--- config.mk ---
export PLATFORM = sky130hd
export DESIGN_NAME = timed_release_message_queue_unit_flat
export DESIGN_NICKNAME = d
export VERILOG_FILES = /design/src/hdl/trmq_pkg.sv /design/src/hdl/trmq_if.sv /design/src/hdl/trmq_cmd_fifo.sv /design/src/hdl/trmq_engine.sv /design/src/hdl/timed_release_message_queue_unit.sv /design/src/flat_wrapper.sv
export SDC_FILE = /design/constraint.sdc
export NUM_CORES = 2
export LEC_CHECK = 0
export BUFFER_PORTS_ARGS = -buffer_cell sky130_fd_sc_hd__buf_2
export CORE_MARGIN = 1
export CORE_UTILIZATION = 51
export CTS_CLUSTER_DIAMETER = 60
export CTS_CLUSTER_SIZE = 12
export DETAILED_ROUTE_END_ITERATION = 6
export PLACE_DENSITY_LB_ADDON = 0.2
export SYNTH_ARGS = -nofsm -noshare
export SYNTH_HDL_FRONTEND = slang
export SYNTH_SLANG_ARGS = --single-unit
--- constraint.sdc ---
create_clock -name clk -period 19.7 [get_ports clk]
set_input_delay 3.94 -clock clk [delete_from_list [all_inputs] [get_ports clk]]
set_output_delay 3.94 -clock clk [all_outputs]
set_load 0.02 [all_outputs]
--- src/hdl/trmq_pkg.sv ---
// ----------------------------------------------------------------------------
// trmq_pkg: shared types and constants of the timed release message queue
// Result codes, engine states, field widths and the configuration bundle.
// ----------------------------------------------------------------------------
package trmq_pkg;

  localparam int DEF_QUEUE_DEPTH = 16;
  localparam int DEF_TIME_WIDTH  = 32;
  localparam int HANDLE_W        = 16;
  localparam int LIMIT_W         = 5;
  localparam int COUNT_OUT_W     = 5;
  localparam int RKIND_W         = 3;
  localparam int CFG_IDX_W       = 2;
  localparam int CFG_DATA_W      = 5;
  localparam int CMD_FIFO_DEPTH  = 2;

  // configuration register indexes
  localparam logic [CFG_IDX_W-1:0] CFG_QUEUE_LIMIT  = 2'd0;
  localparam logic [CFG_IDX_W-1:0] CFG_LIMIT_ENABLE = 2'd1;
  localparam logic [CFG_IDX_W-1:0] CFG_SORTED_MODE  = 2'd2;

  // input word kinds
  localparam logic KIND_ARRIVAL = 1'b0;
  localparam logic KIND_TICK    = 1'b1;

  typedef enum logic [RKIND_W-1:0] {
    RK_ACCEPTED  = 3'd0,
    RK_DROPPED   = 3'd1,
    RK_REJECTED  = 3'd2,
    RK_DELIVERED = 3'd3,
    RK_TICK_DONE = 3'd4
  } rkind_t;

  typedef enum logic [1:0] {
    ST_IDLE = 2'd0,
    ST_DROP = 2'd1,
    ST_POP  = 2'd2
  } eng_state_t;

  typedef struct packed {
    logic [LIMIT_W-1:0] queue_limit;
    logic               limit_enable;
    logic               sorted_mode;
  } cfg_t;

endpackage

--- src/hdl/trmq_if.sv ---
// ----------------------------------------------------------------------------
// trmq_if: channel interfaces of the timed release message queue
// Valid/ready channels for input words and result words.
// ----------------------------------------------------------------------------
interface trmq_in_if
  import trmq_pkg::*;
#(
  parameter int TIME_WIDTH = DEF_TIME_WIDTH
) ();
  logic                  valid;
  logic                  ready;
  logic                  kind;
  logic [HANDLE_W-1:0]   msg_handle;
  logic [TIME_WIDTH-1:0] time_stamp;

  modport source (output valid, kind, msg_handle, time_stamp, input ready);
  modport sink   (input valid, kind, msg_handle, time_stamp, output ready);
endinterface

interface trmq_out_if
  import trmq_pkg::*;
#(
  parameter int TIME_WIDTH = DEF_TIME_WIDTH
) ();
  logic                   valid;
  logic                   ready;
  logic [RKIND_W-1:0]     result_kind;
  logic [HANDLE_W-1:0]    out_handle;
  logic [TIME_WIDTH-1:0]  out_time;
  logic [COUNT_OUT_W-1:0] delivered_count;
  logic                   last;

  modport source (output valid, result_kind, out_handle, out_time, delivered_count, last,
                  input ready);
  modport sink   (input valid, result_kind, out_handle, out_time, delivered_count, last,
                  output ready);
endinterface

--- src/hdl/trmq_cmd_fifo.sv ---
// ----------------------------------------------------------------------------
// trmq_cmd_fifo: front end command queue
// Accepts input words and holds them until the engine takes them.
// ----------------------------------------------------------------------------
module trmq_cmd_fifo
  import trmq_pkg::*;
#(
  parameter int TIME_WIDTH = DEF_TIME_WIDTH
) (
  input  logic                  clk,
  input  logic                  rst_n,
  input  logic                  in_valid,
  output logic                  in_ready,
  input  logic                  in_kind,
  input  logic [HANDLE_W-1:0]   in_handle,
  input  logic [TIME_WIDTH-1:0] in_time,
  output logic                  cmd_valid,
  input  logic                  cmd_take,
  output logic                  cmd_kind,
  output logic [HANDLE_W-1:0]   cmd_handle,
  output logic [TIME_WIDTH-1:0] cmd_time
);

  localparam int PW = $clog2(CMD_FIFO_DEPTH);
  localparam int CW = $clog2(CMD_FIFO_DEPTH + 1);

  logic                  kind_r [CMD_FIFO_DEPTH];
  logic [HANDLE_W-1:0]   hdl_r  [CMD_FIFO_DEPTH];
  logic [TIME_WIDTH-1:0] time_r [CMD_FIFO_DEPTH];
  logic [PW-1:0]         wr_ptr_r, wr_ptr_nxt, rd_ptr_r, rd_ptr_nxt;
  logic [CW-1:0]         fill_r, fill_nxt;
  logic                  push, pop;

  assign in_ready  = (fill_r != CW'(CMD_FIFO_DEPTH));
  assign cmd_valid = (fill_r != '0);
  assign push      = in_valid && in_ready;
  assign pop       = cmd_take && cmd_valid;

  assign cmd_kind   = kind_r[rd_ptr_r];
  assign cmd_handle = hdl_r[rd_ptr_r];
  assign cmd_time   = time_r[rd_ptr_r];

  // advance pointers and fill level
  always_comb begin
    wr_ptr_nxt = wr_ptr_r;
    rd_ptr_nxt = rd_ptr_r;
    if (push) begin
      wr_ptr_nxt = (wr_ptr_r == PW'(CMD_FIFO_DEPTH - 1)) ? '0 : wr_ptr_r + 1'b1;
    end
    if (pop) begin
      rd_ptr_nxt = (rd_ptr_r == PW'(CMD_FIFO_DEPTH - 1)) ? '0 : rd_ptr_r + 1'b1;
    end
    fill_nxt = fill_r + CW'(push) - CW'(pop);
  end

  always_ff @(posedge clk) begin
    if (!rst_n) begin
      wr_ptr_r <= '0;
      rd_ptr_r <= '0;
      fill_r   <= '0;
    end else begin
      wr_ptr_r <= wr_ptr_nxt;
      rd_ptr_r <= rd_ptr_nxt;
      fill_r   <= fill_nxt;
    end
  end

  // store the word
  always_ff @(posedge clk) begin
    if (push) begin
      kind_r[wr_ptr_r] <= in_kind;
      hdl_r[wr_ptr_r]  <= in_handle;
      time_r[wr_ptr_r] <= in_time;
    end
  end

  a_fill_bound: assert property (@(posedge clk) disable iff (!rst_n)
    fill_r <= CW'(CMD_FIFO_DEPTH))
    else $error("command fifo overfilled");
  a_no_pop_empty: assert property (@(posedge clk) disable iff (!rst_n)
    (fill_r == '0) |-> !pop)
    else $error("pop from empty command fifo");
  a_fill_track: assert property (@(posedge clk) disable iff (!rst_n)
    (push && !pop) |=> (fill_r == $past(fill_r) + 1'b1))
    else $error("fill level lost a push");

endmodule

--- src/hdl/trmq_engine.sv ---
// ----------------------------------------------------------------------------
// trmq_engine: back end of the timed release message queue
// Keeps the pending store, inserts or rejects arrivals, trims, and releases on ticks.
// ----------------------------------------------------------------------------
module trmq_engine
  import trmq_pkg::*;
#(
  parameter int QUEUE_DEPTH = DEF_QUEUE_DEPTH,
  parameter int TIME_WIDTH  = DEF_TIME_WIDTH
) (
  input  logic                  clk,
  input  logic                  rst_n,
  input  cfg_t                  cfg,
  input  logic                  cmd_valid,
  output logic                  cmd_take,
  input  logic                  cmd_kind,
  input  logic [HANDLE_W-1:0]   cmd_handle,
  input  logic [TIME_WIDTH-1:0] cmd_time,
  trmq_out_if.source            out_word
);

  localparam int CW = $clog2(QUEUE_DEPTH + 2);
  localparam int LW = (CW > LIMIT_W) ? CW : LIMIT_W;
  localparam int SD = QUEUE_DEPTH + 1;

  // store has one spare slot for an insert into a full store before the trim
  logic [TIME_WIDTH-1:0] time_r [SD];
  logic [HANDLE_W-1:0]   hdl_r  [SD];
  logic [CW-1:0]         cnt_r, cnt_nxt;
  logic [CW-1:0]         drop_left_r, drop_left_nxt;
  logic [CW-1:0]         popped_r, popped_nxt;
  logic [TIME_WIDTH-1:0] cur_time_r;
  eng_state_t            state_r, state_nxt;

  logic                  out_valid_r;
  rkind_t                out_kind_r;
  logic [HANDLE_W-1:0]   out_hdl_r;
  logic [TIME_WIDTH-1:0] out_time_r;
  logic [COUNT_OUT_W-1:0] out_cnt_r;
  logic                  out_last_r;

  logic                  out_ok;
  logic [CW-1:0]         pos;
  logic [CW-1:0]         total;
  logic [LW-1:0]         lim;
  logic [CW-1:0]         drop;
  logic                  full_reject;
  logic                  do_insert, do_shift, do_emit, latch_tick;
  rkind_t                emit_kind;
  logic [HANDLE_W-1:0]   emit_hdl;
  logic [TIME_WIDTH-1:0] emit_time;
  logic [COUNT_OUT_W-1:0] emit_cnt;
  logic                  emit_last;
  logic                  pop_hit;

  assign out_ok = !out_valid_r || out_word.ready;

  // find the insert slot: at the end in append mode, else after the last entry not later than the arrival
  always_comb begin
    pos = cnt_r;
    if (cfg.sorted_mode) begin
      pos = '0;
      for (int i = 0; i < QUEUE_DEPTH; i++) begin
        if ((CW'(i) < cnt_r) && (time_r[i] <= cmd_time)) pos = CW'(i + 1);
      end
    end
  end

  // trim amount after the insert
  always_comb begin
    total = cnt_r + 1'b1;
    if (cfg.limit_enable) begin
      lim = (LW'(cfg.queue_limit) > LW'(QUEUE_DEPTH)) ? LW'(QUEUE_DEPTH)
                                                       : LW'(cfg.queue_limit);
    end else begin
      lim = LW'(total);
    end
    drop = (LW'(total) > lim) ? CW'(LW'(total) - lim) : '0;
  end

  assign full_reject = !cfg.limit_enable && (cnt_r >= CW'(QUEUE_DEPTH));
  assign pop_hit     = (cnt_r != '0) && (cur_time_r >= time_r[0]);

  // control outputs of the sequencer
  always_comb begin
    cmd_take      = 1'b0;
    do_insert     = 1'b0;
    do_shift      = 1'b0;
    do_emit       = 1'b0;
    latch_tick    = 1'b0;
    emit_kind     = RK_ACCEPTED;
    emit_hdl      = cmd_handle;
    emit_time     = cmd_time;
    emit_cnt      = '0;
    emit_last     = 1'b0;
    cnt_nxt       = cnt_r;
    drop_left_nxt = drop_left_r;
    popped_nxt    = popped_r;
    unique case (state_r)
      ST_IDLE: begin
        if (cmd_valid && out_ok) begin
          cmd_take = 1'b1;
          if (cmd_kind == KIND_TICK) begin
            latch_tick = 1'b1;
            popped_nxt = '0;
          end else if (full_reject) begin
            do_emit   = 1'b1;
            emit_kind = RK_REJECTED;
            emit_last = 1'b1;
          end else begin
            do_insert     = 1'b1;
            cnt_nxt       = total;
            drop_left_nxt = drop;
            if (pos >= drop) begin
              do_emit   = 1'b1;
              emit_kind = RK_ACCEPTED;
              emit_last = (drop == '0);
            end
          end
        end
      end
      ST_DROP: begin
        if (out_ok) begin
          do_emit       = 1'b1;
          do_shift      = 1'b1;
          emit_kind     = RK_DROPPED;
          emit_hdl      = hdl_r[0];
          emit_time     = time_r[0];
          emit_last     = (drop_left_r == CW'(1));
          cnt_nxt       = cnt_r - 1'b1;
          drop_left_nxt = drop_left_r - 1'b1;
        end
      end
      ST_POP: begin
        if (out_ok) begin
          do_emit = 1'b1;
          if (pop_hit) begin
            do_shift   = 1'b1;
            emit_kind  = RK_DELIVERED;
            emit_hdl   = hdl_r[0];
            emit_time  = time_r[0];
            cnt_nxt    = cnt_r - 1'b1;
            popped_nxt = popped_r + 1'b1;
          end else begin
            emit_kind = RK_TICK_DONE;
            emit_hdl  = '0;
            emit_time = '0;
            emit_cnt  = COUNT_OUT_W'(popped_r);
            emit_last = 1'b1;
          end
        end
      end
      default: ;
    endcase
  end

  // next state
  always_comb begin
    state_nxt = state_r;
    unique case (state_r)
      ST_IDLE: begin
        if (cmd_take) begin
          if (latch_tick) state_nxt = ST_POP;
          else if (do_insert && (drop != '0)) state_nxt = ST_DROP;
        end
      end
      ST_DROP: if (do_emit && emit_last) state_nxt = ST_IDLE;
      ST_POP:  if (do_emit && emit_last) state_nxt = ST_IDLE;
      default: state_nxt = ST_IDLE;
    endcase
  end

  always_ff @(posedge clk) begin
    if (!rst_n) begin
      state_r     <= ST_IDLE;
      cnt_r       <= '0;
      drop_left_r <= '0;
      popped_r    <= '0;
      out_valid_r <= 1'b0;
    end else begin
      state_r     <= state_nxt;
      cnt_r       <= cnt_nxt;
      drop_left_r <= drop_left_nxt;
      popped_r    <= popped_nxt;
      if (do_emit) out_valid_r <= 1'b1;
      else if (out_word.ready) out_valid_r <= 1'b0;
    end
  end

  // hold result word and tick time
  always_ff @(posedge clk) begin
    if (do_emit) begin
      out_kind_r <= emit_kind;
      out_hdl_r  <= emit_hdl;
      out_time_r <= emit_time;
      out_cnt_r  <= emit_cnt;
      out_last_r <= emit_last;
    end
    if (latch_tick) cur_time_r <= cmd_time;
  end

  // insert at the slot, or advance the store toward the front
  always_ff @(posedge clk) begin
    for (int i = 0; i < SD; i++) begin
      if (do_insert) begin
        if (CW'(i) == pos) begin
          time_r[i] <= cmd_time;
          hdl_r[i]  <= cmd_handle;
        end else if ((CW'(i) > pos) && (i > 0)) begin
          time_r[i] <= time_r[(i > 0) ? i - 1 : 0];
          hdl_r[i]  <= hdl_r[(i > 0) ? i - 1 : 0];
        end
      end else if (do_shift && (i < SD - 1)) begin
        time_r[i] <= time_r[(i < SD - 1) ? i + 1 : i];
        hdl_r[i]  <= hdl_r[(i < SD - 1) ? i + 1 : i];
      end
    end
  end

  assign out_word.valid           = out_valid_r;
  assign out_word.result_kind     = out_kind_r;
  assign out_word.out_handle      = out_hdl_r;
  assign out_word.out_time        = out_time_r;
  assign out_word.delivered_count = out_cnt_r;
  assign out_word.last            = out_last_r;

  a_idle_count: assert property (@(posedge clk) disable iff (!rst_n)
    (state_r == ST_IDLE) |-> (cnt_r <= CW'(QUEUE_DEPTH)))
    else $error("pending count above depth between words");
  a_drop_nonempty: assert property (@(posedge clk) disable iff (!rst_n)
    (state_r == ST_DROP) |-> ((cnt_r != '0) && (drop_left_r != '0)))
    else $error("trim with nothing left to drop");
  a_reject_keeps: assert property (@(posedge clk) disable iff (!rst_n)
    (do_emit && (emit_kind == RK_REJECTED)) |=> (cnt_r == $past(cnt_r)))
    else $error("reject changed the pending count");
  a_no_emit_stall: assert property (@(posedge clk) disable iff (!rst_n)
    (out_valid_r && !out_word.ready) |-> !do_emit)
    else $error("result overwritten while stalled");

endmodule

--- src/hdl/timed_release_message_queue_unit.sv ---
// An arrival's first result word is registered in the command queue, then in the engine's
// result register; an arrival trimmed at once leads with its drop word from the drop state,
// and further drops follow one per cycle while the output is not stalled. A tick's first
// word passes the command queue, the tick latch and the pop state before the result register.
// The single sequencer over the pending store takes no new word while trimming or releasing.
// Reset (rst_n low, synchronous): store and command queue empty, limit 16, limit off, append.
// ----------------------------------------------------------------------------
// timed_release_message_queue_unit: delay queue for message handles, time sorted or in arrival order
// Front command queue, back engine with the pending store, config registers.
// ----------------------------------------------------------------------------
module timed_release_message_queue_unit
  import trmq_pkg::*;
#(
  parameter int QUEUE_DEPTH = DEF_QUEUE_DEPTH,
  parameter int TIME_WIDTH  = DEF_TIME_WIDTH
) (
  input  logic                  clk,
  input  logic                  rst_n,
  input  logic                  cfg_we,
  input  logic [CFG_IDX_W-1:0]  cfg_index,
  input  logic [CFG_DATA_W-1:0] cfg_data,
  trmq_in_if.sink               in_word,
  trmq_out_if.source            out_word
);

  cfg_t                  cfg_r;
  logic                  cmd_valid, cmd_take, cmd_kind;
  logic [HANDLE_W-1:0]   cmd_handle;
  logic [TIME_WIDTH-1:0] cmd_time;

  // write configuration registers
  always_ff @(posedge clk) begin
    if (!rst_n) begin
      cfg_r.queue_limit  <= LIMIT_W'(16);
      cfg_r.limit_enable <= 1'b0;
      cfg_r.sorted_mode  <= 1'b0;
    end else if (cfg_we) begin
      unique case (cfg_index)
        CFG_QUEUE_LIMIT:  cfg_r.queue_limit  <= cfg_data[LIMIT_W-1:0];
        CFG_LIMIT_ENABLE: cfg_r.limit_enable <= cfg_data[0];
        CFG_SORTED_MODE:  cfg_r.sorted_mode  <= cfg_data[0];
        default: ;
      endcase
    end
  end

  trmq_cmd_fifo #(.TIME_WIDTH(TIME_WIDTH)) u_front (
    .clk        (clk),
    .rst_n      (rst_n),
    .in_valid   (in_word.valid),
    .in_ready   (in_word.ready),
    .in_kind    (in_word.kind),
    .in_handle  (in_word.msg_handle),
    .in_time    (in_word.time_stamp),
    .cmd_valid  (cmd_valid),
    .cmd_take   (cmd_take),
    .cmd_kind   (cmd_kind),
    .cmd_handle (cmd_handle),
    .cmd_time   (cmd_time)
  );

  trmq_engine #(.QUEUE_DEPTH(QUEUE_DEPTH), .TIME_WIDTH(TIME_WIDTH)) u_back (
    .clk        (clk),
    .rst_n      (rst_n),
    .cfg        (cfg_r),
    .cmd_valid  (cmd_valid),
    .cmd_take   (cmd_take),
    .cmd_kind   (cmd_kind),
    .cmd_handle (cmd_handle),
    .cmd_time   (cmd_time),
    .out_word   (out_word)
  );

endmodule
--- src/flat_wrapper.sv ---
// flat-port wrapper written by rule: the top's interface ports become plain ports
module timed_release_message_queue_unit_flat import trmq_pkg::*;
#(
  parameter int QUEUE_DEPTH = DEF_QUEUE_DEPTH,
  parameter int TIME_WIDTH  = DEF_TIME_WIDTH
)
  (clk, rst_n, cfg_we, cfg_index, cfg_data, in_word_valid, in_word_kind, in_word_msg_handle, in_word_time_stamp, in_word_ready, out_word_valid, out_word_result_kind, out_word_out_handle, out_word_out_time, out_word_delivered_count, out_word_last, out_word_ready);
  trmq_in_if #(.TIME_WIDTH(TIME_WIDTH)) in_word_i ();
  trmq_out_if #(.TIME_WIDTH(TIME_WIDTH)) out_word_i ();
  input  logic clk;
  input  logic rst_n;
  input  logic cfg_we;
  input  logic [CFG_IDX_W-1:0] cfg_index;
  input  logic [CFG_DATA_W-1:0] cfg_data;
  input wire logic [$bits(in_word_i.valid)-1:0] in_word_valid;
  input wire logic [$bits(in_word_i.kind)-1:0] in_word_kind;
  input wire logic [$bits(in_word_i.msg_handle)-1:0] in_word_msg_handle;
  input wire logic [$bits(in_word_i.time_stamp)-1:0] in_word_time_stamp;
  output wire logic [$bits(in_word_i.ready)-1:0] in_word_ready;
  output wire logic [$bits(out_word_i.valid)-1:0] out_word_valid;
  output wire logic [$bits(out_word_i.result_kind)-1:0] out_word_result_kind;
  output wire logic [$bits(out_word_i.out_handle)-1:0] out_word_out_handle;
  output wire logic [$bits(out_word_i.out_time)-1:0] out_word_out_time;
  output wire logic [$bits(out_word_i.delivered_count)-1:0] out_word_delivered_count;
  output wire logic [$bits(out_word_i.last)-1:0] out_word_last;
  input wire logic [$bits(out_word_i.ready)-1:0] out_word_ready;
  assign in_word_i.valid = in_word_valid;
  assign in_word_i.kind = in_word_kind;
  assign in_word_i.msg_handle = in_word_msg_handle;
  assign in_word_i.time_stamp = in_word_time_stamp;
  assign in_word_ready = in_word_i.ready;
  assign out_word_valid = out_word_i.valid;
  assign out_word_result_kind = out_word_i.result_kind;
  assign out_word_out_handle = out_word_i.out_handle;
  assign out_word_out_time = out_word_i.out_time;
  assign out_word_delivered_count = out_word_i.delivered_count;
  assign out_word_last = out_word_i.last;
  assign out_word_i.ready = out_word_ready;
  timed_release_message_queue_unit #(.QUEUE_DEPTH(QUEUE_DEPTH), .TIME_WIDTH(TIME_WIDTH)) u_core (.clk(clk), .rst_n(rst_n), .cfg_we(cfg_we), .cfg_index(cfg_index), .cfg_data(cfg_data), .in_word(in_word_i), .out_word(out_word_i));
endmodule
* Yosys cells after proc, flatten, opt, wreduce, memory -nomap -nowiden *
Memories as Yosys holds them, arrays and structs flattened. A register that Yosys moved wholly into a read port is not among the register bits.
Index checks and enable logic that the tools add are counted.

operators by class
  reductions and logical operators = 46
  mux-type cells = 277
  bitwise gates (word level) = 66
  magnitude comparators = 53
  add/subtract/negate cells = 9
  equality and inequality tests = 32

operators with widths
  operator                                            count
  2-to-1 mux 32 bit                                   35
  2-to-1 mux 16 bit                                   35
  less-or-equal comparator 32 bit                     16
  2-to-1 mux 1 bit                                    155
  2-to-1 mux 5 bit                                    19
  OR 1 bit                                            64
  one-hot mux 32 bit (2 select lines)                 1
  equality test 4 x 5 -> 1 bit, first input constant  8
  > comparator 4 x 5 -> 1 bit, first input constant   8
  < comparator 4 x 5 -> 1 bit, first input constant   8
  >= comparator 32 bit                                1
  2-to-1 mux 4 bit                                    8
  one-hot mux 16 bit (2 select lines)                 1
  logical AND 1 bit                                   23
  equality test 3 x 5 -> 1 bit, first input constant  4
  > comparator 3 x 5 -> 1 bit, first input constant   4
  < comparator 3 x 5 -> 1 bit, first input constant   4
  one-hot mux 5 bit (2 select lines)                  2
  2-to-1 mux 2 bit                                    9
  2-to-1 mux 3 bit                                    6
  one-hot mux 5 bit (3 select lines)                  1
  != test 2 bit, second input constant                7
  adder 5 x 1 -> 5 bit, second input constant         2
  equality test 2 x 5 -> 1 bit, first input constant  2
  39 further kinds                                    60

word-level totals
  word-level logic and storage cells = 505
  memories kept = 5
  output and inout bits = 59
  register bits = 118
  bits in writable memories = 914

memory list
  name                   depth  bits a word  read ports  clocked after Yosys merged registers in  write ports  RTL line             text
  u_core.u_back.time_r   17     32           17          0                                        17           trmq_engine.sv:27    logic [TIME_WIDTH-1:0] time_r [SD];
  u_core.u_back.hdl_r    17     16           17          0                                        17           trmq_engine.sv:28    logic [HANDLE_W-1:0] hdl_r [SD];
  u_core.u_front.time_r  2      32           1           1                                        1            trmq_cmd_fifo.sv:29  logic [TIME_WIDTH-1:0] time_r [CMD_FIFO_DEPTH];
  u_core.u_front.hdl_r   2      16           1           1                                        1            trmq_cmd_fifo.sv:28  logic [HANDLE_W-1:0] hdl_r [CMD_FIFO_DEPTH];
  u_core.u_front.kind_r  2      1            1           1                                        1            trmq_cmd_fifo.sv:27  logic kind_r [CMD_FIFO_DEPTH];

* Logic depth before layout (Yosys ltp) *
An unclocked memory read counts as a cell.

  depth in word-level cells = 29
  mapped depth = 27

* Cells and area by module *
From an unflattened synthesis, not the netlist that was laid out.

unflattened totals
  cell total of the unflattened synthesis = 6149
  area total of the unflattened synthesis = 63639.8 um^2

by module, submodules not included
  module                            area each (um^2)  instances  cells an instance
  trmq_engine                       59508.3           1          5938
  trmq_cmd_fifo                     3832.4            1          181
  timed_release_message_queue_unit  299.0             1          30

* Worst setup path after synthesis *
No wires, ideal clock.

  kind = input to register
  start = in out_word_ready
  end = mem u_core.u_back.hdl_r[10][0], enable pin
  stages = 6
  data arrival time = 8071 ps
  setup time = 520 ps
  path slack = 11109 ps
  path through = nor2b_1 -> nor2_1 -> and3_1 -> and2_1 -> o21ai_0 -> o21ai_0

RTL lines
  element             RTL line            text
  start: declaration  flat_wrapper.sv:26  input wire logic [$bits(out_word_i.ready)-1:0] out_word_ready;
  end: declaration    trmq_engine.sv:28

==> results.py <==
metrics = {
    "outcome": {
        "outcome": "complete, no violations",
    },
    "global_route": {
        "grt_use_total_pct": 35.80,
        "antenna_found_initial": 10,
        "grt_pass1_wl_mm": 330.0,
        "grt_overflow": 0,
        "grt_max_degree": 236,
        "grt_pass1_vias": 48250,
    },
    "layout": {
        "final_cells": 7556,
        "layout.nets": 6485,
        "final_core_util_pct": 56.17,
        "n_fill_cell": 10540,
        "drive_gt1_share_pct": 9.831,
        "syn_to_final_growth_pct": 9.120,
    },
    "yosys": {
        "ys_seq_elements": 1033,
        "yosys_most_used_dff": "edfxtp_1",
        "netlist_area_um2": 62820,
        "synth_nets": 6537,
        "synthArstFlopShare_pct": 0,
        "synth_cells": 5908,
        "synth_area_leaders": "edfxtp_1, ha_1, mux2i_1",
        "synth.most_common_cell": "edfxtp_1",
        "yosys_warnings": 0,
        "synthTopCellsByCount": "edfxtp_1, nor2_1, ha_1, a21oi_1, mux2i_1",
        "synth.largest_area_cell": "edfxtp_1",
        "synth_edf_count": 1003,
        "synth.avg_cell_area_um2": 10.63,
        "synth_cell_types": 90,
        "ys_seq_area_share_pct": 48.90,
        "synth_top_area_share_pct": 47.94,
    },
    "hold_path": {
        "hp-class": "reg2reg",
    },
    "drt": {
        "ant_nets": 0,
        "drt_iter0_markers": 7223,
        "remaining_drc_errors": 0,
        "avgRoutedWirePerCell_um": 30.15,
        "vias_per_cell": 6.744,
        "dr.pass1.iters": 6,
        "wl_mm": 227.8,
        "dr_total_vias": 50960,
    },
    "worst_setup_path": {
        "crit_path_end_kind": "register",
        "cp-start-kind": "register",
        "cpPeakStageDelay_ns": 0.81,
        "critical_path_arrival_ns": 8.79,
        "critPathRequiredTime_ns": 20.09,
        "crit_fanout": 25,
        "crit_path_frequent_cell": "buf_4",
        "criticalPathCategory": "reg2reg",
        "crit_slowest_cell": "a22oi_2",
        "path_cells": "buf_4 -> mux2i_2 -> buf_4 -> ha_1 -> and4_1 -> nand4_1 -> a311oi_1 -> a2bb2oi_1 -> o2bb2ai_1 -> nor3_1 -> a221oi_1 -> a22oi_2 -> inv_1 -> nor2_1 -> a31oi_1 -> nor2_4 -> buf_4",
    },
    "timing": {
        "min_period_over_period_pct": 42.64,
        "hold_violations": 0,
        "tns_ns": 0,
        "max_freq_mhz": 119.0,
        "rsz0062_at_grt": "false",
        "fin_worst_skew_ns": 0.04349,
        "tightest_slew_ns": 1.342,
        "drv_slew": 0,
        "setup_violations": 0,
        "finalCriticalPeriod_ns": 8.400,
        "maxSlewHeadroom_pct": 10.31,
        "hold_slack_ns": 0.4870,
    },
    "place": {
        "gp_congestion": 0.9958,
        "dp_cells": 7368,
        "hpwl_mm": 150.1,
        "io_buffers": 119,
    },
    "pwr": {
        "switchingPower_w": 0.005960,
        "power_frac_comb_pct": 48.8,
        "ir_drop_uv": 227.5,
        "internal_power_w": 0.007108,
        "switching_share_pct": 45.61,
        "p_clk_share_pct": 16.0,
        "power.leakage_nw": 26.84,
        "p_seq_share_pct": 35.3,
        "total_power_w": 0.01307,
        "p_per_area_nw_per_um2": 190.6,
    },
    "clock_network": {
        "post_cts_buffers": 0,
        "numCtsBuffers": 111,
        "cts_buffer_depth": 3,
        "clkLatencyLatePin_ns": 0.77,
        "cts.reportedPaths.clkPinSlew_ns": 0.07,
        "postCtsHoldBufs": 0,
        "htreeDepth": 3,
        "cts_sinks": 1033,
        "cts_tree": "yes",
        "cts_resized": 0,
        "cts_root_buf": "clkbuf_16",
    },
    "die": {
        "io-pin-count": 120,
        "floorplan.die_area_um2": 124600,
        "fp.dieW_um": 353.0,
        "core-area_um2": 122000,
        "initial_utilization_pct": 51.48,
        "chipHeight_um": 353.0,
        "rows": 128,
    },
    "job": {
        "cap_violations": 0,
    },
}
## power by group through the flow
stage	Combinational [W]	Clock [W]	Sequential [W]
final	0.00637	0.00209	0.00461
after global routing	0.00679	0.00217	0.00467
after CTS	0.00620	0.00209	0.00457
after detailed placement	0.00617	0	0.00460
after global placement	0.00599	0	0.00460
after floorplan	0.00395	0	0.00447
## state kept, by name (all words and copies together), names as in the netlist, 3 cells and up, named ones only
register and cells:
u_core.u_back.out_word.result_kind 3, u_core.u_front.time_r 64, u_core.u_back.time_r 544, u_core.u_back.out_word.out_time 32, u_core.u_back.drop_left_r 5, u_core.u_back.out_word.out_handle 16
u_core.u_back.cnt_r 5, u_core.u_back.popped_r 5, u_core.u_front.hdl_r 32, u_core.u_back.out_word.delivered_count 5, u_core.u_back.cur_time_r 32, u_core.cfg_r 7
u_core.u_back.hdl_r 272
## logic make-up after synthesis
| family | synth area share [%] |
|---|---|
| fa+ha+maj | 11.32 |
| mux | 8.206 |
| simple gates | 12.63 |
| compound gates | 15.19 |
| flops | 48.90 |
| xor+xnor | 0.2231 |
| buf+inv | 3.525 |
## layer usage
layer  global-route usage, %  part of all wire (%)  up-vias
li1                        -                     -    22370
met1                   49.10                    40    24900
met2                   52.89                    43     3162
met3                   8.951                    12      518
met4                   17.50                   5.2        6
met5                       0                 0.015        -
## worst max-delay path, delay by kind of cell, from the launching register on
family                   cells  cell delay, ns
AND/OR/NAND/NOR              5            2.27
AO/OA/AOI/OAI                6            2.44
multiplexers                 1            0.27
flip-flops                   1            0.74
buffers and inverters        4            1.94
adder cells (fa/ha/maj)      1            0.20
## path summary, 6_finish.rpt
path | startpoint | to | slack (ns) | cells past startpoint
worst max register to register | register | u_core.u_back.time_r[16][25] | 11.30 | 17
worst max-delay path | register | u_core.u_back.time_r[16][25] | 11.30 | 17
worst min-delay path | u_core.cfg_r[6] | u_core.cfg_r[6] | 0.49 | 2
worst min register to register | u_core.cfg_r[6] | u_core.cfg_r[6] | 0.49 | 2
## cell usage in the layout (no fill, tap or decap), types with 15 or more instances in the layout
cell type,instances
a211oi_1,234
nor4_1,20
o21a_1,51
dfxtp_1,29
o2bb2ai_1,18
nor3_1,274
nor2_1,801
o22ai_1,58
o32ai_1,34
nand4_1,100
edfxtp_1,1003
nor2b_1,31
and2_1,18
buf_2,119
o21ai_0,196
a21oi_1,520
inv_1,126
a211oi_2,36
clkbuf_16,113
a21o_1,53
buf_4,108
clkbuf_1,21
ha_1,564
nand3_1,55
a22oi_1,15
nand2_1,399
mux2i_2,31
nand2b_1,17
mux2i_1,412
a221o_1,55
o211ai_1,71
mux2_2,64
## through the flow
step / cell area [µm²] / setup slack [ns]
finish: 68550 / 11.30
detailed placement: 65100 / 10.84
global route: 68550 / 10.99
global placement: 65090 / 10.99
CTS: 68550 / 11.53
floorplan: 62820 / 11.11
## cell type report
cell class / count / area, µm² / area share (%)
Tap cell: 1625 / 2033 / 2.966
Antenna cell: 1 / 2.502 / 0.003650
Clock inverter: 49 / 489.2 / 0.7137
Multi-Input combinational cell: 4350 / 30370 / 44.30
Clock buffer: 138 / 2962 / 4.320
Sequential cell: 1033 / 30720 / 44.82
Inverter: 129 / 484.2 / 0.7064
Timing Repair Buffer: 231 / 1486 / 2.168
No activity file was read; power rests on OpenSTA's default activity.
